### src/hdl/v4ft_pkg.sv
// Shared constants and types for the IPv4 five-tuple header parser.
`timescale 1ns / 1ps
`default_nettype none

package v4ft_pkg;

  localparam int unsigned DEF_LENGTH_WIDTH = 16;

  localparam logic [15:0] ETHERTYPE_IPV4 = 16'h0800;
  localparam logic [7:0]  PROTO_TCP      = 8'd6;
  localparam logic [7:0]  PROTO_UDP      = 8'd17;

  // Minimum frame lengths for a counted frame and complete L4 headers
  localparam logic [31:0] MIN_IPV4_LEN = 32'd34;
  localparam logic [31:0] MIN_UDP_LEN  = 32'd42;
  localparam logic [31:0] MIN_TCP_LEN  = 32'd54;

  // Byte offsets of captured header fields
  localparam logic [31:0] OFF_ETH_FIRST   = 32'd12;
  localparam logic [31:0] OFF_ETH_LAST    = 32'd13;
  localparam logic [31:0] OFF_PROTO       = 32'd23;
  localparam logic [31:0] OFF_SADDR_FIRST = 32'd26;
  localparam logic [31:0] OFF_SADDR_LAST  = 32'd29;
  localparam logic [31:0] OFF_DADDR_FIRST = 32'd30;
  localparam logic [31:0] OFF_DADDR_LAST  = 32'd33;
  localparam logic [31:0] OFF_SPORT_FIRST = 32'd34;
  localparam logic [31:0] OFF_SPORT_LAST  = 32'd35;
  localparam logic [31:0] OFF_DPORT_FIRST = 32'd36;
  localparam logic [31:0] OFF_DPORT_LAST  = 32'd37;

  localparam logic [1:0] ST_DROP   = 2'd0;
  localparam logic [1:0] ST_TRUNC  = 2'd1;
  localparam logic [1:0] ST_RECORD = 2'd2;

  // One finished frame, handed from the capture stage to the result stage
  typedef struct packed {
    logic [15:0] ethertype;
    logic [7:0]  protocol;
    logic [31:0] saddr;
    logic [31:0] daddr;
    logic [15:0] sport;
    logic [15:0] dport;
    logic [7:0]  queue;
    logic [63:0] stamp;
    logic [15:0] frame_length;
    logic [63:0] byte_addend;
    logic        ge_ipv4;
    logic        ge_udp;
    logic        ge_tcp;
  } v4ft_summary_t;

endpackage

`default_nettype wire

### src/hdl/ipv4_five_tuple_header_parser_core.sv
// out_valid rises when the last byte's frame summary enters the result register.
// Throughput: one frame byte per cycle while in_stall is low; the status compares and
// one 64-bit add per total sit between the summary register and the result register.
// in_stall rises only while a finished frame summary waits on a stalled result.
// Reset (synchronous, rst_n low) clears the offset, captured fields and totals.
`timescale 1ns / 1ps
`default_nettype none

module ipv4_five_tuple_header_parser_core
  import v4ft_pkg::*;
#(
  parameter int unsigned LENGTH_WIDTH = DEF_LENGTH_WIDTH
) (
  input  wire logic        clk,
  input  wire logic        rst_n,
  input  wire logic        in_valid,
  output logic             in_stall,
  input  wire logic [7:0]  in_packet_byte,
  input  wire logic        in_last_byte,
  input  wire logic [7:0]  in_queue_index,
  input  wire logic [63:0] in_now_time,
  output logic             out_valid,
  input  wire logic        out_stall,
  output logic [1:0]       out_status,
  output logic [63:0]      out_record_time,
  output logic [15:0]      out_frame_length,
  output logic [7:0]       out_rx_queue,
  output logic [31:0]      out_source_address,
  output logic [31:0]      out_target_address,
  output logic [15:0]      out_src_port,
  output logic [15:0]      out_target_port,
  output logic [7:0]       out_ip_protocol,
  output logic [63:0]      out_packets_total,
  output logic [63:0]      out_bytes_total
);

  logic          sum_valid;
  logic          sum_take;
  v4ft_summary_t sum;

  v4ft_capture #(
    .LENGTH_WIDTH(LENGTH_WIDTH)
  ) u_capture (
    .clk            (clk),
    .rst_n          (rst_n),
    .in_valid       (in_valid),
    .in_stall       (in_stall),
    .in_packet_byte (in_packet_byte),
    .in_last_byte   (in_last_byte),
    .in_queue_index (in_queue_index),
    .in_now_time    (in_now_time),
    .sum_valid      (sum_valid),
    .sum            (sum),
    .sum_take       (sum_take)
  );

  v4ft_result u_result (
    .clk                (clk),
    .rst_n              (rst_n),
    .sum_valid          (sum_valid),
    .sum                (sum),
    .sum_take           (sum_take),
    .out_valid          (out_valid),
    .out_stall          (out_stall),
    .out_status         (out_status),
    .out_record_time    (out_record_time),
    .out_frame_length   (out_frame_length),
    .out_rx_queue       (out_rx_queue),
    .out_source_address (out_source_address),
    .out_target_address (out_target_address),
    .out_src_port       (out_src_port),
    .out_target_port    (out_target_port),
    .out_ip_protocol    (out_ip_protocol),
    .out_packets_total  (out_packets_total),
    .out_bytes_total    (out_bytes_total)
  );

endmodule

`default_nettype wire

### src/hdl/v4ft_capture.sv
// Byte offset counter and header field capture; registers one summary per frame.
`timescale 1ns / 1ps
`default_nettype none

module v4ft_capture
  import v4ft_pkg::*;
#(
  parameter int unsigned LENGTH_WIDTH = DEF_LENGTH_WIDTH
) (
  input  wire logic          clk,
  input  wire logic          rst_n,
  input  wire logic          in_valid,
  output logic               in_stall,
  input  wire logic [7:0]    in_packet_byte,
  input  wire logic          in_last_byte,
  input  wire logic [7:0]    in_queue_index,
  input  wire logic [63:0]   in_now_time,
  output logic               sum_valid,
  output v4ft_summary_t      sum,
  input  wire logic          sum_take
);

  logic [LENGTH_WIDTH-1:0] offset_r, offset_nxt;
  logic [LENGTH_WIDTH-1:0] len;
  logic [31:0]             off32;
  logic [31:0]             len32;
  logic [15:0]             eth_r, eth_nxt;
  logic [7:0]              proto_r, proto_nxt;
  logic [31:0]             saddr_r, saddr_nxt;
  logic [31:0]             daddr_r, daddr_nxt;
  logic [15:0]             sport_r, sport_nxt;
  logic [15:0]             dport_r, dport_nxt;
  logic                    sum_valid_r, sum_valid_nxt;
  v4ft_summary_t           sum_r, sum_nxt;
  logic                    accept;

  assign in_stall  = sum_valid_r && !sum_take;
  assign accept    = in_valid && !in_stall;
  assign sum_valid = sum_valid_r;
  assign sum       = sum_r;

  assign off32 = 32'(offset_r);
  assign len   = (offset_r == {LENGTH_WIDTH{1'b1}}) ? offset_r
                                                    : offset_r + 1'b1;
  assign len32 = 32'(len);

  // Fields including the current byte
  always_comb begin
    eth_nxt   = eth_r;
    proto_nxt = proto_r;
    saddr_nxt = saddr_r;
    daddr_nxt = daddr_r;
    sport_nxt = sport_r;
    dport_nxt = dport_r;
    if (off32 == OFF_ETH_FIRST || off32 == OFF_ETH_LAST) begin
      eth_nxt = {eth_r[7:0], in_packet_byte};
    end
    if (off32 == OFF_PROTO) begin
      proto_nxt = in_packet_byte;
    end
    if (off32 >= OFF_SADDR_FIRST && off32 <= OFF_SADDR_LAST) begin
      saddr_nxt = {saddr_r[23:0], in_packet_byte};
    end
    if (off32 >= OFF_DADDR_FIRST && off32 <= OFF_DADDR_LAST) begin
      daddr_nxt = {daddr_r[23:0], in_packet_byte};
    end
    if (off32 == OFF_SPORT_FIRST || off32 == OFF_SPORT_LAST) begin
      sport_nxt = {sport_r[7:0], in_packet_byte};
    end
    if (off32 == OFF_DPORT_FIRST || off32 == OFF_DPORT_LAST) begin
      dport_nxt = {dport_r[7:0], in_packet_byte};
    end
  end

  assign offset_nxt = in_last_byte ? '0 : len;

  always_comb begin
    sum_nxt.ethertype    = eth_nxt;
    sum_nxt.protocol     = proto_nxt;
    sum_nxt.saddr        = saddr_nxt;
    sum_nxt.daddr        = daddr_nxt;
    sum_nxt.sport        = sport_nxt;
    sum_nxt.dport        = dport_nxt;
    sum_nxt.queue        = in_queue_index;
    sum_nxt.stamp        = in_now_time;
    sum_nxt.frame_length = 16'(len);
    sum_nxt.byte_addend  = 64'(len);
    sum_nxt.ge_ipv4      = len32 >= MIN_IPV4_LEN;
    sum_nxt.ge_udp       = len32 >= MIN_UDP_LEN;
    sum_nxt.ge_tcp       = len32 >= MIN_TCP_LEN;
  end

  always_comb begin
    sum_valid_nxt = sum_valid_r;
    if (sum_take) begin
      sum_valid_nxt = 1'b0;
    end
    if (accept && in_last_byte) begin
      sum_valid_nxt = 1'b1;
    end
  end

  always_ff @(posedge clk) begin
    if (!rst_n) begin
      offset_r    <= '0;
      eth_r       <= '0;
      proto_r     <= '0;
      saddr_r     <= '0;
      daddr_r     <= '0;
      sport_r     <= '0;
      dport_r     <= '0;
      sum_valid_r <= 1'b0;
    end else begin
      sum_valid_r <= sum_valid_nxt;
      if (accept) begin
        offset_r <= offset_nxt;
        if (in_last_byte) begin
          eth_r   <= '0;
          proto_r <= '0;
          saddr_r <= '0;
          daddr_r <= '0;
          sport_r <= '0;
          dport_r <= '0;
        end else begin
          eth_r   <= eth_nxt;
          proto_r <= proto_nxt;
          saddr_r <= saddr_nxt;
          daddr_r <= daddr_nxt;
          sport_r <= sport_nxt;
          dport_r <= dport_nxt;
        end
      end
    end
  end

  always_ff @(posedge clk) begin
    if (accept && in_last_byte) begin
      sum_r <= sum_nxt;
    end
  end

endmodule

`default_nettype wire

### src/hdl/v4ft_result.sv
// Frame classification, running totals and the result register.
`timescale 1ns / 1ps
`default_nettype none

module v4ft_result
  import v4ft_pkg::*;
(
  input  wire logic          clk,
  input  wire logic          rst_n,
  input  wire logic          sum_valid,
  input  wire v4ft_summary_t sum,
  output logic               sum_take,
  output logic               out_valid,
  input  wire logic          out_stall,
  output logic [1:0]         out_status,
  output logic [63:0]        out_record_time,
  output logic [15:0]        out_frame_length,
  output logic [7:0]         out_rx_queue,
  output logic [31:0]        out_source_address,
  output logic [31:0]        out_target_address,
  output logic [15:0]        out_src_port,
  output logic [15:0]        out_target_port,
  output logic [7:0]         out_ip_protocol,
  output logic [63:0]        out_packets_total,
  output logic [63:0]        out_bytes_total
);

  logic        out_valid_r;
  logic [63:0] pkt_r, pkt_nxt;
  logic [63:0] bytes_r, bytes_nxt;
  logic        counted;
  logic        is_udp;
  logic        is_tcp;
  logic [1:0]  status_nxt;
  logic        rec;

  logic [1:0]  status_r;
  logic [63:0] time_r;
  logic [15:0] flen_r;
  logic [7:0]  queue_r;
  logic [31:0] saddr_r;
  logic [31:0] daddr_r;
  logic [15:0] sport_r;
  logic [15:0] dport_r;
  logic [7:0]  proto_r;

  assign sum_take = sum_valid && (!out_valid_r || !out_stall);

  assign is_udp  = sum.protocol == PROTO_UDP;
  assign is_tcp  = sum.protocol == PROTO_TCP;
  assign counted = sum.ge_ipv4 && (sum.ethertype == ETHERTYPE_IPV4);

  always_comb begin
    status_nxt = ST_DROP;
    if (counted) begin
      status_nxt = ST_RECORD;
      if ((is_udp && !sum.ge_udp) || (is_tcp && !sum.ge_tcp)) begin
        status_nxt = ST_TRUNC;
      end
    end
  end

  assign rec       = status_nxt == ST_RECORD;
  assign pkt_nxt   = counted ? pkt_r + 64'd1 : pkt_r;
  assign bytes_nxt = counted ? bytes_r + sum.byte_addend : bytes_r;

  always_ff @(posedge clk) begin
    if (!rst_n) begin
      out_valid_r <= 1'b0;
      pkt_r       <= '0;
      bytes_r     <= '0;
    end else begin
      if (sum_take) begin
        out_valid_r <= 1'b1;
        pkt_r       <= pkt_nxt;
        bytes_r     <= bytes_nxt;
      end else if (!out_stall) begin
        out_valid_r <= 1'b0;
      end
    end
  end

  // Record fields read as zero unless the record is valid
  always_ff @(posedge clk) begin
    if (sum_take) begin
      status_r <= status_nxt;
      time_r   <= rec ? sum.stamp : '0;
      flen_r   <= rec ? sum.frame_length : '0;
      queue_r  <= rec ? sum.queue : '0;
      saddr_r  <= rec ? sum.saddr : '0;
      daddr_r  <= rec ? sum.daddr : '0;
      sport_r  <= (rec && (is_udp || is_tcp)) ? sum.sport : '0;
      dport_r  <= (rec && (is_udp || is_tcp)) ? sum.dport : '0;
      proto_r  <= rec ? sum.protocol : '0;
    end
  end

  assign out_valid          = out_valid_r;
  assign out_status         = status_r;
  assign out_record_time    = time_r;
  assign out_frame_length   = flen_r;
  assign out_rx_queue       = queue_r;
  assign out_source_address = saddr_r;
  assign out_target_address = daddr_r;
  assign out_src_port       = sport_r;
  assign out_target_port    = dport_r;
  assign out_ip_protocol    = proto_r;
  assign out_packets_total  = pkt_r;
  assign out_bytes_total    = bytes_r;

endmodule

`default_nettype wire

### config.mk
export PLATFORM = sky130hd
export DESIGN_NAME = ipv4_five_tuple_header_parser_core
export DESIGN_NICKNAME = d
export VERILOG_FILES = /design/src/hdl/v4ft_pkg.sv /design/src/hdl/ipv4_five_tuple_header_parser_core.sv /design/src/hdl/v4ft_capture.sv /design/src/hdl/v4ft_result.sv
export SDC_FILE = /design/constraint.sdc
export NUM_CORES = 1
export LEC_CHECK = 0
export ABC_AREA = 0
export ABC_CLOCK_PERIOD_IN_PS = 15400
export BUFFER_PORTS_ARGS = -buffer_cell sky130_fd_sc_hd__clkbuf_2
export CAP_MARGIN = 0
export CELL_PAD_IN_SITES_DETAIL_PLACEMENT = 1
export CELL_PAD_IN_SITES_GLOBAL_PLACEMENT = 2
export CORE_UTILIZATION = 38
export CTS_CLUSTER_SIZE = 10
export DETAILED_ROUTE_END_ITERATION = 12
export HOLD_SLACK_MARGIN = 0.15
export PLACE_DENSITY = 0.89
export SYNTH_ARGS = -nofsm -noshare
export SYNTH_HDL_FRONTEND = slang
export SYNTH_SLANG_ARGS = --single-unit
### constraint.sdc
create_clock -name clk -period 15.4 [get_ports clk]
set_clock_uncertainty 0.2 [all_clocks]
set_input_delay 1.54 -clock clk [delete_from_list [all_inputs] [get_ports clk]]
set_output_delay 1.54 -clock clk [all_outputs]
set_load 0.1 [all_outputs]
==> run summary, run 1 <==
average footprint of a synthesized cell: 12.3 µm²
ys async rst share: 0%
Final Cycle Share: 28.3%
worst r2r path cells: 8
initial DRC count: 1,375
critical path required time: 15.73 ns
Buffers on Ports: 408
clk sinks: 671
largest net degree at the start of global routing: 110
# fillers: 7,475
final setup fails: 0
global route total overflow: 0
multi-input logic area: 0.00924 mm²
CTS Buffer Depth: 3
Setup Crit Path Kind: in2reg
root buffer cell: clkbuf_16
# nets final: 2,708
Starting Density: 38.7%
Post-CTS Hold Buffers: 0
vias per cell: 5.48
Syn. warnings: 0
Hold Path Depth: 2
Hold Startpoint: u_result.out_bytes_total[4]
worst-path cell chain: clkbuf_2, nand2_1, nand2_1, inv_8, nand3_1, or2_1, nor3_1, a311oi_2, buf_4, nor4_1, mux2i_1
synthesized area: 0.0273 mm²
RR Startpoint: u_capture.offset_r[1]
CTS resizes: 0
prevailing post-synth register cell: edfxtp_1
fraction of layout cells with a size suffix above 1: 25.2%
CP Launch Point: out_stall
max-slew violations: 0
vias in the first global route: 20,400
Critical Path Max Stage Delay: 0.66 ns
Final ANT Viol Nets: 0
Worst Path Buf+Inv: 3
Mapped Nets: 2,325
status: finished, final reports clean
GR Util All Layers: 22.0%
die height: 270 µm
setup TNS: 0 ns
Die Width: 270 µm
hold slack final: 0.280 ns
register area: 0.0175 mm²
crit path capture type: flop
routed via count: 19,800
row count: 97
Tot Pwr: 0.00389 W
global-route wire length before repair: 125,000 µm
Worst-Margin Slew: 1.23 ns
Post-synth EDFFs: 405
number of cells on the critical path: 11
post-CTS setup buffers: 0
Hold WC Path Type: reg2reg
Final HPWL DP: 54,900 µm
Distinct cells, synth: 72
Final GP Congestion: 0.892
Leakage: 12.7 nW
max_slew headroom: 18.2%
final wirelength: 82,100 µm
DRC Markers: 0
commonest non-fill, non-tap cell in the layout: clkbuf_2
Seq/Total Area, Yosys: 64.1%
CTS Buf Count: 79
Fin. Hold Viols: 0
P per Cell Area: 119 mW/mm²
routed len/inst: 22.8 µm
CP most frequent cell: nand2_1
IO Pins: 409
Core Region: 0.0705 mm²
#FFs+latches synth: 671
Worst EP arrival: 4.68 ns
commonest non-fill, non-tap cells in the layout: clkbuf_2, edfxtp_1, dfxtp_1
RSZ-0062 raised after global routing: false
Layout area overhead: 19.6%
crit path time final: 4.35 ns
Synth Instances: 2,217
Worst setup SP type: input port
CTS tree: yes
initial antenna violation count: 3
Max Cap Viol: 0
Pre-antenna DRT Iters: 5
Clk pin slew, worst setup/hold paths: 0.06 ns
crit path max fanout: 109
H-Tree Depth: 3
fmax: 230 MHz
Worst-Skew Late Latency: 0.63 ns
full die area: 0.0729 mm²
Max VDD drop: 0.0715 mV
crit path max-delay cell type: inv_8
CP top delay family: simple AND/OR/NAND/NOR gates
kinds of logic (layout without fill, tap and decap cells):
group | count (synthesis) | after routing | synth area share [%]
compound gates | 310 | 310 | 7.85
fa+ha+maj | 23 | 23 | 1.08
mux | 132 | 132 | 5.40
flops | 671 | 671 | 64.1
buf+inv | 153 | 600 | 2.17
xor+xnor | 93 | 93 | 2.99
other cells | 0 | 2 | 0
simple gates | 835 | 835 | 16.4
where the power goes:
part	internal, W	leakage (nW)	total (W)	switching (W)
registers	0.00193	5.91	0.00195	0.0000138
clock network	0.00101	1.14	0.00176	0.000753
logic	0.0000231	5.66	0.000187	0.000164
layout make-up:
cell class	instances	area share, %
diodes	2	0.0153
clock inverters	9	0.549
multi-input cells	1393	28.3
inverters	26	0.338
flip-flops and latches	671	53.6
repair buffers	429	6.74
clock buffers	136	6.81
well taps	940	3.61
registers in the layout, summed over array words and instances, names as in the netlist, 2 cells and up:
name,flops
u_capture.daddr_r,32
u_capture.dport_r,16
u_capture.eth_r,16
u_capture.offset_r,16
u_capture.proto_r,8
u_capture.saddr_r,32
u_capture.sport_r,16
u_capture.sum,211
u_result.out_bytes_total,64
u_result.out_frame_length,16
u_result.out_ip_protocol,8
u_result.out_packets_total,64
u_result.out_record_time,64
u_result.out_rx_queue,8
u_result.out_source_address,32
u_result.out_src_port,16
u_result.out_status,2
u_result.out_target_address,32
u_result.out_target_port,16
cells in the mapped netlist, types with 9 or more instances:
| cell type | count | area share [%] |
|---|---|---|
| o31ai_1 | 9 | 0.25 |
| inv_1 | 24 | 0.33 |
| and4_1 | 13 | 0.42 |
| edfxtp_1 | 405 | 45 |
| xnor2_1 | 42 | 1.3 |
| or3_1 | 24 | 0.55 |
| nor4_1 | 22 | 0.50 |
| nor3_1 | 16 | 0.29 |
| and3_1 | 187 | 4.3 |
| a21o_1 | 11 | 0.30 |
| and2_1 | 44 | 1.0 |
| nand2b_1 | 16 | 0.37 |
| dfxtp_1 | 266 | 20 |
| a21oi_1 | 50 | 0.92 |
| nor2b_1 | 15 | 0.34 |
| nand3_1 | 62 | 1.1 |
| nand4_1 | 40 | 0.92 |
| mux2_2 | 119 | 4.9 |
| clkbuf_1 | 106 | 1.5 |
| nor2_1 | 261 | 3.6 |
| o211ai_1 | 10 | 0.28 |
| buf_2 | 11 | 0.20 |
| nand2_1 | 90 | 1.2 |
| a22oi_1 | 136 | 3.7 |
| mux2i_1 | 11 | 0.40 |
| xor2_1 | 51 | 1.6 |
| or4_1 | 14 | 0.39 |
| o21ai_1 | 10 | 0.18 |
| ha_1 | 22 | 1.0 |
| o21ai_0 | 36 | 0.66 |
path summary, 6_finish.rpt:
path / endpoint / slack [ns]
worst max-delay path: u_result.out_bytes_total[45] / 11.05
worst min register to register: u_result.out_bytes_total[4] / 0.28
worst min-delay path: u_result.out_bytes_total[4] / 0.28
worst max register to register: u_capture.sum[1] / 11.54
per-stage QoR:
step                      std cells  area [µm²]  worst slack, ns  utilization, %
after floorplan                2217       27300             3.59               -
after global placement         3459       30200            10.57            42.8
final                          3606       32600            11.05            46.2
after CTS                      3604       32600            10.98            46.2
after detailed placement       3459       30200            10.36            42.8
after global routing           3606       32600            10.76            46.2
metal layers:
metal  global-route usage [%]  up-vias  wire length [µm]
li1                         -     8994                 -
met1                     27.9    10100             34600
met2                     38.3      570             41400
met3                     3.00      135              3510
met4                     8.24        2              2620
met5                        0        -                 7
worst min-delay path: cells and delay by family, from the launching register on:
family / cells / cell delay (ns)
flops: 1 / 0.32
simple gates: 1 / 0.06
compound gates: 1 / 0.05
Note: power is estimated with default switching activity, not from simulation.
==> inputs of run 2 (changes only) <==
--- a/config.mk
+++ b/config.mk
@@ -6,7 +6,7 @@
 export NUM_CORES = 1
 export LEC_CHECK = 0
 export ABC_AREA = 0
-export ABC_CLOCK_PERIOD_IN_PS = 15400
+export ABC_CLOCK_PERIOD_IN_PS = 4600
 export BUFFER_PORTS_ARGS = -buffer_cell sky130_fd_sc_hd__clkbuf_2
 export CAP_MARGIN = 0
 export CELL_PAD_IN_SITES_DETAIL_PLACEMENT = 1
==> constraint.sdc (replaced) <==
create_clock -name clk -period 4.6 [get_ports clk]
set_clock_uncertainty 0.2 [all_clocks]
set_input_delay 0.46 -clock clk [delete_from_list [all_inputs] [get_ports clk]]
set_output_delay 0.46 -clock clk [all_outputs]
set_load 0.1 [all_outputs]
==> run summary, run 2 (same netlist as run 1, synthesis figures left out) <==
status: finished, final reports clean
Final HPWL DP: 53,600 µm (-2.5%)
# nets final: 2,784 (+2.8%)
Max Cap Viol: 0 (unchanged)
CTS Buf Count: 80 (+1.3%)
Core Region: 0.0705 mm² (unchanged)
CP top delay family: simple AND/OR/NAND/NOR gates
worst-path cell chain: ha_1, nand4_1, nor4_1, mux2i_1, inv_1, or4_1, nor3_2, nand3_1
global route total overflow: 0 (unchanged)
Setup Crit Path Kind: reg2reg
crit path time final: 3.55 ns
Worst EP arrival: 3.71 ns (-0.97 ns)
root buffer cell: clkbuf_16
initial DRC count: 1,423 (+3.5%)
max-slew violations: 0 (unchanged)
clk sinks: 671 (unchanged)
multi-input logic area: 0.00923 mm² (about the same)
routed len/inst: 22.9 µm (+0.45%)
vias per cell: 5.45 (-0.54%)
Tot Pwr: 0.0132 W (+240%)
CTS Buffer Depth: 3 (unchanged)
DRC Markers: 0 (unchanged)
die height: 270 µm (unchanged)
crit path max fanout: 12 (-89%)
Layout area overhead: 22.7%
Worst setup SP type: flop
Worst-Skew Late Latency: 0.64 ns (about the same)
commonest non-fill, non-tap cell in the layout: clkbuf_2
Leakage: 13.0 nW (+2.7%)
dpl ws: 1.03 ns (-9.32 ns)
Final ANT Viol Nets: 0 (unchanged)
GR Util All Layers: 22.6% (+0.52 points)
CTS tree: yes
full die area: 0.0729 mm² (unchanged)
# fillers: 7,393 (-1.1%)
RSZ-0062 raised after global routing: false
largest net degree at the start of global routing: 189 (+72%)
Hold WC Path Type: in2reg
Die Width: 270 µm (unchanged)
Final GP Congestion: 0.859 (-3.7%)
row count: 97 (unchanged)
global-route wire length before repair: 128,000 µm (+2.6%)
Worst Slack Setup Final: 1.05 ns (-10.0 ns)
Placed Area: 0.0303 mm² (+0.20%)
max_slew headroom: 12.9% (-5.3 points)
routed via count: 20,100 (+1.6%)
Pre-antenna DRT Iters: 5 (unchanged)
Critical Path Max Stage Delay: 0.54 ns (-0.12 ns)
fraction of layout cells with a size suffix above 1: 24.7% (-0.50 points)
commonest non-fill, non-tap cells in the layout: clkbuf_2, edfxtp_1, dfxtp_1
setup TNS: 0 ns (unchanged)
IO Pins: 409 (unchanged)
crit path max-delay cell type: dfxtp_1
Final Instance Area: 0.0335 mm² (+2.6%)
H-Tree Depth: 3 (unchanged)
CTS resizes: 0 (unchanged)
Starting Density: 38.7% (unchanged)
crit path capture type: flop
P per Cell Area: 393 mW/mm² (+230%)
max reg flops: 211 (unchanged)
fmax: 281 MHz
register area: 0.0175 mm² (about the same)
Worst-Margin Slew: 1.29 ns (+0.0682 ns)
initial antenna violation count: 4 (+1)
final wirelength: 84,200 µm (+2.6%)
Buffers on Ports: 408 (unchanged)
Max VDD drop: 0.252 mV (+250%)
critical path required time: 4.76 ns (-10.97 ns)
Worst Path Buf+Inv: 1 (-2)
vias in the first global route: 20,800 (+2.2%)
Clk pin slew, worst setup/hold paths: 0.06 ns (about the same)
final setup fails: 0 (unchanged)
Final Cycle Share: 77.2%
Fin. Hold Viols: 0 (unchanged)
[run 2: cell types whose count changed in the layout (fill, tap and decap cells not counted), sizes merged]
cell | before | now
dlygate4sd3 | 0 | 75
clkinv | 5 | 10
clkbuf | 544 | 540
diode | 2 | 4
inv | 29 | 27
bufinv | 1 | 0
clkinvlp | 0 | 1
[run 2: final cells by class]
type	instances	share of cell area [%]
Sequential cell	671	52.3
Multi-Input combinational cell	1393	27.6
Timing Repair Buffer	504	9.00
Clock buffer	132	6.69
Tap cell	940	3.51
Clock inverter	12	0.609
Inverter	26	0.329
Antenna cell	4	0.0299
[run 2: metal layers]
metal  global-route usage [%]  routed length (µm)  vias up
li1                         -                   -     9139
met4                     7.49                2460        2
met5                        0                  10        -
met2                     39.3               42500      550
met3                     3.99                4040      132
met1                     28.1               35200    10300
[run 2: what timing repair did]
| item | in CTS | in global routing |
|---|---|---|
| buffers inserted | 0 | 0 |
| setup endpoints to repair | 0 | 0 |
| hold buffers | 75 | 0 |
| hold endpoints to repair | 77 | 0 |
[run 2: final timing paths]
path	startpoint	endpoint	slack (ns)	depth (start not counted)
max reg2reg	u_capture.offset_r[1]	u_capture.sum[1]	1.05	8
min reg2reg	u_result.out_bytes_total[0]	u_result.out_bytes_total[0]	0.28	2
min	in_packet_byte[2]	u_capture.sum[173]	0.19	2
max	u_capture.offset_r[1]	u_capture.sum[1]	1.05	8
[run 2: per-stage QoR]
stage	utilization (%)	hold slack, ns	instances
detailed placement	42.9	0.273	3459
global route	47.5	0.181	3681
CTS	47.5	0.152	3678
finish	47.5	0.186	3682
global placement	42.9	0.258	3459
floorplan	-	0.273	2217
[run 2: where the power goes]
part	leakage, nW	switching, W	internal, W
clock network	1.15	0.00258	0.00336
logic	5.99	0.000568	0.000122
registers	5.91	0.0000463	0.00647
total	13.0	0.00320	0.00996
